### src/rtl/spq_pkg.sv
// Package for the stable priority queue: command group and status codes.
// No dependencies; every module in rtl/ imports it.
`timescale 1ns / 1ps
`default_nettype none

package spq_pkg;

    // Command broadcast from the top level to every cell of the chain
    typedef struct packed {
        logic ins;   // insert the new entry behind all entries of lower or equal priority
        logic rem;   // shift every entry one place towards the head
    } spq_cmd_t;

    typedef logic [1:0] spq_status_t;

    localparam spq_status_t ST_INSERTED = 2'd0;
    localparam spq_status_t ST_REMOVED  = 2'd1;
    localparam spq_status_t ST_EMPTY    = 2'd2;
    localparam spq_status_t ST_FULL     = 2'd3;

endpackage : spq_pkg

`default_nettype wire

### src/rtl/spq_cell.sv
// One slot of the sorted chain: holds a priority, a value tag and a valid bit.
// Depends on spq_pkg for the command group.
`timescale 1ns / 1ps
`default_nettype none

module spq_cell #(
    parameter int VALUE_WIDTH    = 32,
    parameter int PRIORITY_WIDTH = 16
) (
    input  wire                              aclk,
    input  wire                              aresetn,
    input  spq_pkg::spq_cmd_t                cmd,
    input  wire signed [PRIORITY_WIDTH-1:0]  new_pri,
    input  wire        [VALUE_WIDTH-1:0]     new_val,
    // neighbour towards the head
    input  wire                              left_valid,
    input  wire                              left_keep,
    input  wire signed [PRIORITY_WIDTH-1:0]  left_pri,
    input  wire        [VALUE_WIDTH-1:0]     left_val,
    // neighbour towards the tail
    input  wire                              right_valid,
    input  wire signed [PRIORITY_WIDTH-1:0]  right_pri,
    input  wire        [VALUE_WIDTH-1:0]     right_val,
    // own state, seen by both neighbours
    output logic                             valid,
    output logic                             keep,
    output logic signed [PRIORITY_WIDTH-1:0] pri,
    output logic       [VALUE_WIDTH-1:0]     val
);
    import spq_pkg::*;

    logic                             valid_reg, valid_next;
    logic signed [PRIORITY_WIDTH-1:0] pri_reg, pri_next;
    logic        [VALUE_WIDTH-1:0]    val_reg, val_next;

    // Entry stays put on insert when it is served no later than the new one
    assign keep  = valid_reg && (pri_reg <= new_pri);
    assign valid = valid_reg;
    assign pri   = pri_reg;
    assign val   = val_reg;

    // Hold, take the new entry, shift from the left, or shift from the right
    always_comb begin
        valid_next = valid_reg;
        pri_next   = pri_reg;
        val_next   = val_reg;
        if (cmd.ins) begin
            valid_next = valid_reg | left_valid;
            if (!keep) begin
                if (left_keep) begin
                    pri_next = new_pri;
                    val_next = new_val;
                end else begin
                    pri_next = left_pri;
                    val_next = left_val;
                end
            end
        end else if (cmd.rem) begin
            valid_next = right_valid;
            pri_next   = right_pri;
            val_next   = right_val;
        end
    end

    always_ff @(posedge aclk) begin
        if (!aresetn) begin
            valid_reg <= 1'b0;
        end else begin
            valid_reg <= valid_next;
        end
    end

    always_ff @(posedge aclk) begin
        pri_reg <= pri_next;
        val_reg <= val_next;
    end

endmodule : spq_cell

`default_nettype wire

### src/rtl/stable_priority_queue.sv
// Top level of the stable priority queue: stream handshake, count and result register.
// Depends on spq_pkg and spq_cell.
//
//  Channel  Direction  tdata (low bit up)                     tuser
//  s_       in         item_value, item_priority              action
//  m_       out        out_value, out_priority, entry_count   status
//
// All cells compare against the new priority in parallel and shift by one place, so
// the chain takes one insert or remove per cycle while s_tready is high.
// The result register sits between the sides; a new transaction is taken while
// the held result is being taken downstream. A stall on m_ holds the result and
// backs up s_tready. Reset clears the valid bits, the count and the result flag;
// no clearing pass is needed.
`timescale 1ns / 1ps
`default_nettype none

module stable_priority_queue #(
    parameter int QUEUE_DEPTH    = 16,
    parameter int VALUE_WIDTH    = 32,
    parameter int PRIORITY_WIDTH = 16,
    localparam int CountWidth    = $clog2(QUEUE_DEPTH + 1),
    localparam int InWidth       = ((VALUE_WIDTH + PRIORITY_WIDTH + 7) / 8) * 8,
    localparam int OutWidth      = ((VALUE_WIDTH + PRIORITY_WIDTH + CountWidth + 7) / 8) * 8
) (
    input  wire                 aclk,
    input  wire                 aresetn,
    input  wire                 s_tvalid,
    output logic                s_tready,
    input  wire [InWidth-1:0]   s_tdata,   // item_value, item_priority
    input  wire                 s_tuser,   // action
    output logic                m_tvalid,
    input  wire                 m_tready,
    output logic [OutWidth-1:0] m_tdata,   // out_value, out_priority, entry_count
    output spq_pkg::spq_status_t m_tuser   // status
);
    import spq_pkg::*;

    localparam int PriLsb = VALUE_WIDTH;
    localparam int CntLsb = VALUE_WIDTH + PRIORITY_WIDTH;

    logic                             accept;
    logic                             action;
    logic signed [PRIORITY_WIDTH-1:0] in_pri;
    logic        [VALUE_WIDTH-1:0]    in_val;
    logic                             is_full, is_empty;
    spq_cmd_t                         cmd;

    logic [CountWidth-1:0]            count_reg, count_next;
    logic                             m_valid_reg;
    spq_status_t                      status_reg, status_next;
    logic        [VALUE_WIDTH-1:0]    oval_reg, oval_next;
    logic signed [PRIORITY_WIDTH-1:0] opri_reg, opri_next;
    logic [CountWidth-1:0]            ocnt_reg;

    logic                             cell_valid [QUEUE_DEPTH];
    logic                             cell_keep  [QUEUE_DEPTH];
    logic signed [PRIORITY_WIDTH-1:0] cell_pri   [QUEUE_DEPTH];
    logic        [VALUE_WIDTH-1:0]    cell_val   [QUEUE_DEPTH];

    // Unpack the input transaction
    assign action   = s_tuser;
    assign in_val   = s_tdata[VALUE_WIDTH-1:0];
    assign in_pri   = s_tdata[PriLsb +: PRIORITY_WIDTH];

    assign s_tready = !m_valid_reg || m_tready;
    assign accept   = s_tvalid && s_tready;

    assign is_full  = (count_reg == CountWidth'(QUEUE_DEPTH));
    assign is_empty = (count_reg == '0);

    assign cmd.ins  = accept && !action && !is_full;
    assign cmd.rem  = accept &&  action && !is_empty;

    // Chain of cells, head at index 0
    for (genvar i = 0; i < QUEUE_DEPTH; i++) begin : g_cell
        logic                             lv, lk;
        logic signed [PRIORITY_WIDTH-1:0] lp, rp;
        logic        [VALUE_WIDTH-1:0]    lval, rval;
        logic                             rv;

        if (i == 0) begin : g_head
            assign lv   = 1'b1;
            assign lk   = 1'b1;
            assign lp   = in_pri;
            assign lval = in_val;
        end else begin : g_body
            assign lv   = cell_valid[i-1];
            assign lk   = cell_keep[i-1];
            assign lp   = cell_pri[i-1];
            assign lval = cell_val[i-1];
        end

        if (i == QUEUE_DEPTH - 1) begin : g_tail
            assign rv   = 1'b0;
            assign rp   = '0;
            assign rval = '0;
        end else begin : g_inner
            assign rv   = cell_valid[i+1];
            assign rp   = cell_pri[i+1];
            assign rval = cell_val[i+1];
        end

        spq_cell #(
            .VALUE_WIDTH   (VALUE_WIDTH),
            .PRIORITY_WIDTH(PRIORITY_WIDTH)
        ) u_cell (
            .aclk       (aclk),
            .aresetn    (aresetn),
            .cmd        (cmd),
            .new_pri    (in_pri),
            .new_val    (in_val),
            .left_valid (lv),
            .left_keep  (lk),
            .left_pri   (lp),
            .left_val   (lval),
            .right_valid(rv),
            .right_pri  (rp),
            .right_val  (rval),
            .valid      (cell_valid[i]),
            .keep       (cell_keep[i]),
            .pri        (cell_pri[i]),
            .val        (cell_val[i])
        );
    end

    // Advance the count and build the result of this transaction
    always_comb begin
        count_next  = count_reg;
        oval_next   = '0;
        opri_next   = '0;
        status_next = ST_INSERTED;
        if (!action) begin
            if (is_full) begin
                status_next = ST_FULL;
            end else begin
                count_next  = count_reg + 1'b1;
            end
        end else begin
            if (is_empty) begin
                status_next = ST_EMPTY;
            end else begin
                status_next = ST_REMOVED;
                count_next  = count_reg - 1'b1;
                oval_next   = cell_val[0];
                opri_next   = cell_pri[0];
            end
        end
    end

    always_ff @(posedge aclk) begin
        if (!aresetn) begin
            count_reg   <= '0;
            m_valid_reg <= 1'b0;
        end else begin
            if (accept) begin
                count_reg <= count_next;
            end
            if (accept) begin
                m_valid_reg <= 1'b1;
            end else if (m_tready) begin
                m_valid_reg <= 1'b0;
            end
        end
    end

    // Hold the result until the downstream side takes it
    always_ff @(posedge aclk) begin
        if (accept) begin
            status_reg <= status_next;
            oval_reg   <= oval_next;
            opri_reg   <= opri_next;
            ocnt_reg   <= count_next;
        end
    end

    // Pack the result transaction
    always_comb begin
        m_tdata                            = '0;
        m_tdata[VALUE_WIDTH-1:0]           = oval_reg;
        m_tdata[PriLsb +: PRIORITY_WIDTH]  = opri_reg;
        m_tdata[CntLsb +: CountWidth]      = ocnt_reg;
    end

    assign m_tvalid = m_valid_reg;
    assign m_tuser  = status_reg;

endmodule : stable_priority_queue

`default_nettype wire
### config.mk
export PLATFORM = sky130hd
export DESIGN_NAME = stable_priority_queue
export DESIGN_NICKNAME = d
export VERILOG_FILES = /design/src/rtl/spq_pkg.sv /design/src/rtl/spq_cell.sv /design/src/rtl/stable_priority_queue.sv
export SDC_FILE = /design/constraint.sdc
export NUM_CORES = 2
export LEC_CHECK = 0
export BUFFER_PORTS_ARGS = -buffer_cell sky130_fd_sc_hd__buf_2
export CAP_MARGIN = 10
export CORE_UTILIZATION = 29
export CTS_CLUSTER_DIAMETER = 60
export DETAILED_ROUTE_END_ITERATION = 10
export PLACE_DENSITY = 0.5
export SETUP_SLACK_MARGIN = 0.2
export SYNTH_ARGS = -nofsm -noshare
export SYNTH_HDL_FRONTEND = slang
export SYNTH_SLANG_ARGS = --single-unit
### constraint.sdc
create_clock -name aclk -period 13.1 [get_ports aclk]
set_input_delay 3.275 -clock aclk [delete_from_list [all_inputs] [get_ports aclk]]
set_output_delay 3.275 -clock aclk [all_outputs]
set_load 0.005 [all_outputs]
==> impl_metrics.ini <==
[clock_network]
cts_tree = built
cts.repair.resized = 0
htree_levels = 3
cts_buffers = 107
cts_sinks = 845
ctsHoldBuffers = 0
postCtsSetupBuffers = 0
cts_buffer_depth = 3
clk_latency_ps = 760
path_clk_slew_ps = 60
cts_root_buf = clkbuf_16

[synthesis]
syn_area_per_cell_sq_um = 10.5
yosysSeqAreaShare = 0.522
synth_edf_count = 823
synth_cell_types = 62
synth_warnings = 0
synth_seq_cells = 845
synthCells = 4579
syn_area_sq_um = 48100
async_reset_ff_frac = 0
ys.flop_type = edfxtp_1

[final_layout]
largest_register_ffs = 512
syn_to_final_growth_pct = 12.5
drive_gt1_frac = 0.0924
nFillCells = 16700
fin_nets = 4777

[sta]
whs_ps = 492
hold_violations = 0
grt_setup_unrepaired = false
skew_ps = 42.2
slew_headroom = 0.171
finalSetupViolations = 0
final.period_utilization = 0.608
fmax_mhz = 126
period_minus_slack_ps = 7960
tightest_slew_ps = 1240
tns_ps = 0
drv_slew = 0

[global_route]
antenna_found_initial = 11
grt_pass1_wl_um = 265000
grt_pass1_vias = 37700
grt_use_met2 = 0.345
gr-usage-met1 = 0.284
gr-usage-met3 = 0.0278
grt_overflow = 0
grt_max_degree = 239
grtUsageTotal = 0.210
grt-busiest-layer = met2

[critical_path]
critical_path_arrival_ps = 8320
startpoint_type = input pin
crit_type = in2reg
worstPathMaxFanout = 49
cp_cell_sequence = buf_2, inv_1, ha_1, nand4_1, nor4_1, a21boi_1, or4_1, o31a_1, nor3b_4, buf_4, nand2b_2, buf_4
critPathMostFrequentCell = buf_4
worstPathRequired_ps = 13460
end_kind = flop
max_stage_delay_ps = 840
crit_path_top_delay_cell = nand2b_2

[detailed_routing]
final_antenna_net_count = 0
drt-vias-per-instance = 5.76
wl_per_cell_um = 26.9
drc = 0
num_vias = 38900
drt_iter0_drc = 3991
first_pass_iters = 6
wl_um = 181000

[floorplan]
die_area_sq_um = 168000
rows = 149
coreArea_sq_um = 165000
die_h_um = 409
initial_utilization = 0.292
die_w_um = 409
ioPinCount = 113

[pwr]
finalPower_uw = 7890
vdd_drop_max_uv = 118
static-leakage-power_uw = 0.0187
p_per_area_nw_per_um2 = 146

[placed_design]
dp_hpwl_um = 110000
place_congestion = 0.979
numPortBuffers = 109

[hold_path]
hold_path_class = reg2reg

[run_status]
status = completed

[run]
drv_cap = 0
[power by group]
| group | switching (uW) | internal, uW |
|---|---|---|
| Sequential | 210 | 3370 |
| Clock | 1280 | 1640 |
| Combinational | 937 | 451 |
[per-layer routing]
metal / up-vias / part of all wire
met1: 19500 / 0.43
li1: 17400 / -
met3: 313 / 0.069
met2: 1636 / 0.47
met5: - / 0.00027
met4: 8 / 0.032
[cell families after synthesis]
kind of cell / Yosys count / share of synthesized area
multiplexers: 194 / 0.0403
other: 1 / 0.0000779
buffers and inverters: 491 / 0.0426
flip-flops: 845 / 0.522
XOR/XNOR: 3 / 0.000546
AND/OR/NAND/NOR: 1431 / 0.141
AO/OA/AOI/OAI: 1356 / 0.186
adder cells (fa/ha/maj): 258 / 0.0671
[synth_stat cells, drive strengths merged (23+ instances only)]
cell | count | area share
nor2 | 324 | 0.025
mux2i | 194 | 0.040
a211oi | 198 | 0.031
a221o | 147 | 0.031
nand3 | 60 | 0.0062
inv | 67 | 0.0052
nand2 | 430 | 0.034
a21o | 62 | 0.0097
a21oi | 225 | 0.023
nand4 | 143 | 0.019
buf | 136 | 0.015
o21a | 23 | 0.0036
and2 | 191 | 0.025
edfxtp | 823 | 0.51
o22ai | 199 | 0.026
clkbuf | 287 | 0.022
nor3 | 205 | 0.021
a31oi | 52 | 0.0068
o21ai | 301 | 0.031
ha | 258 | 0.067
o211ai | 102 | 0.016
[cell type report]
type	instances	area, sq um	area share
diodes	1	2.50	0.0000462
clock buffers	127	2770	0.0512
clock inverters	72	636	0.0117
inverters	68	258	0.00476
multi-input cells	3245	21300	0.394
flip-flops and latches	845	25200	0.464
well taps	2189	2740	0.0506
repair buffers	199	1260	0.0232
[through the flow]
stage / cells / area (sq um) / setup slack, ps / util
floorplan: 4581 / 48100 / 3530 / -
global placement: 6546 / 50800 / 4400 / 0.308
detailed placement: 6546 / 50800 / 4430 / 0.308
CTS: 6745 / 54200 / 5210 / 0.329
global route: 6745 / 54200 / 5050 / 0.329
finish: 6746 / 54200 / 5140 / 0.329
[layout by cell type, fill, tap and decap left out, drive strengths merged, types with 9 or more instances in the layout]
| master | synthesis | layout |
|---|---|---|
| buf | 136 | 199 |
| o22ai | 199 | 199 |
| a221o | 147 | 147 |
| o21a | 23 | 23 |
| edfxtp | 823 | 823 |
| mux2i | 194 | 194 |
| nand4 | 143 | 143 |
| dfxtp | 22 | 22 |
| nor3 | 205 | 205 |
| a21o | 62 | 62 |
| clkinv | 1 | 48 |
| a211oi | 198 | 198 |
| nand2b | 10 | 10 |
| o211ai | 102 | 102 |
| and2 | 191 | 191 |
| nor2 | 324 | 324 |
| a21oi | 225 | 225 |
| nor2b | 22 | 22 |
| a31oi | 52 | 52 |
| nand3 | 60 | 60 |
| or3 | 9 | 9 |
| ha | 258 | 258 |
| clkbuf | 287 | 127 |
| nand2 | 430 | 430 |
| o21ai | 301 | 301 |
| clkinvlp | 0 | 12 |
| inv | 67 | 74 |
[path summary, 6_finish.rpt]
| check | startpoint | endpoint | slack (ps) | cells after the start |
|---|---|---|---|---|
| setup / recovery | s_tdata[43] | g_cell[7].u_cell.pri[1] | 5140 | 12 |
| hold / removal | g_cell[2].u_cell.valid | g_cell[2].u_cell.valid | 490 | 2 |
| setup reg to reg | count_reg[0] | g_cell[11].u_cell.val[9] | 7940 | 10 |
| hold reg to reg | g_cell[2].u_cell.valid | g_cell[2].u_cell.valid | 490 | 2 |
[worst max-delay path: cells and delay by family]
family | cells | cell delay, ps
buf+inv | 4 | 2070
fa+ha+maj | 1 | 460
simple gates | 5 | 1890
compound gates | 2 | 490
Note: power is estimated with default switching activity, not from simulation.
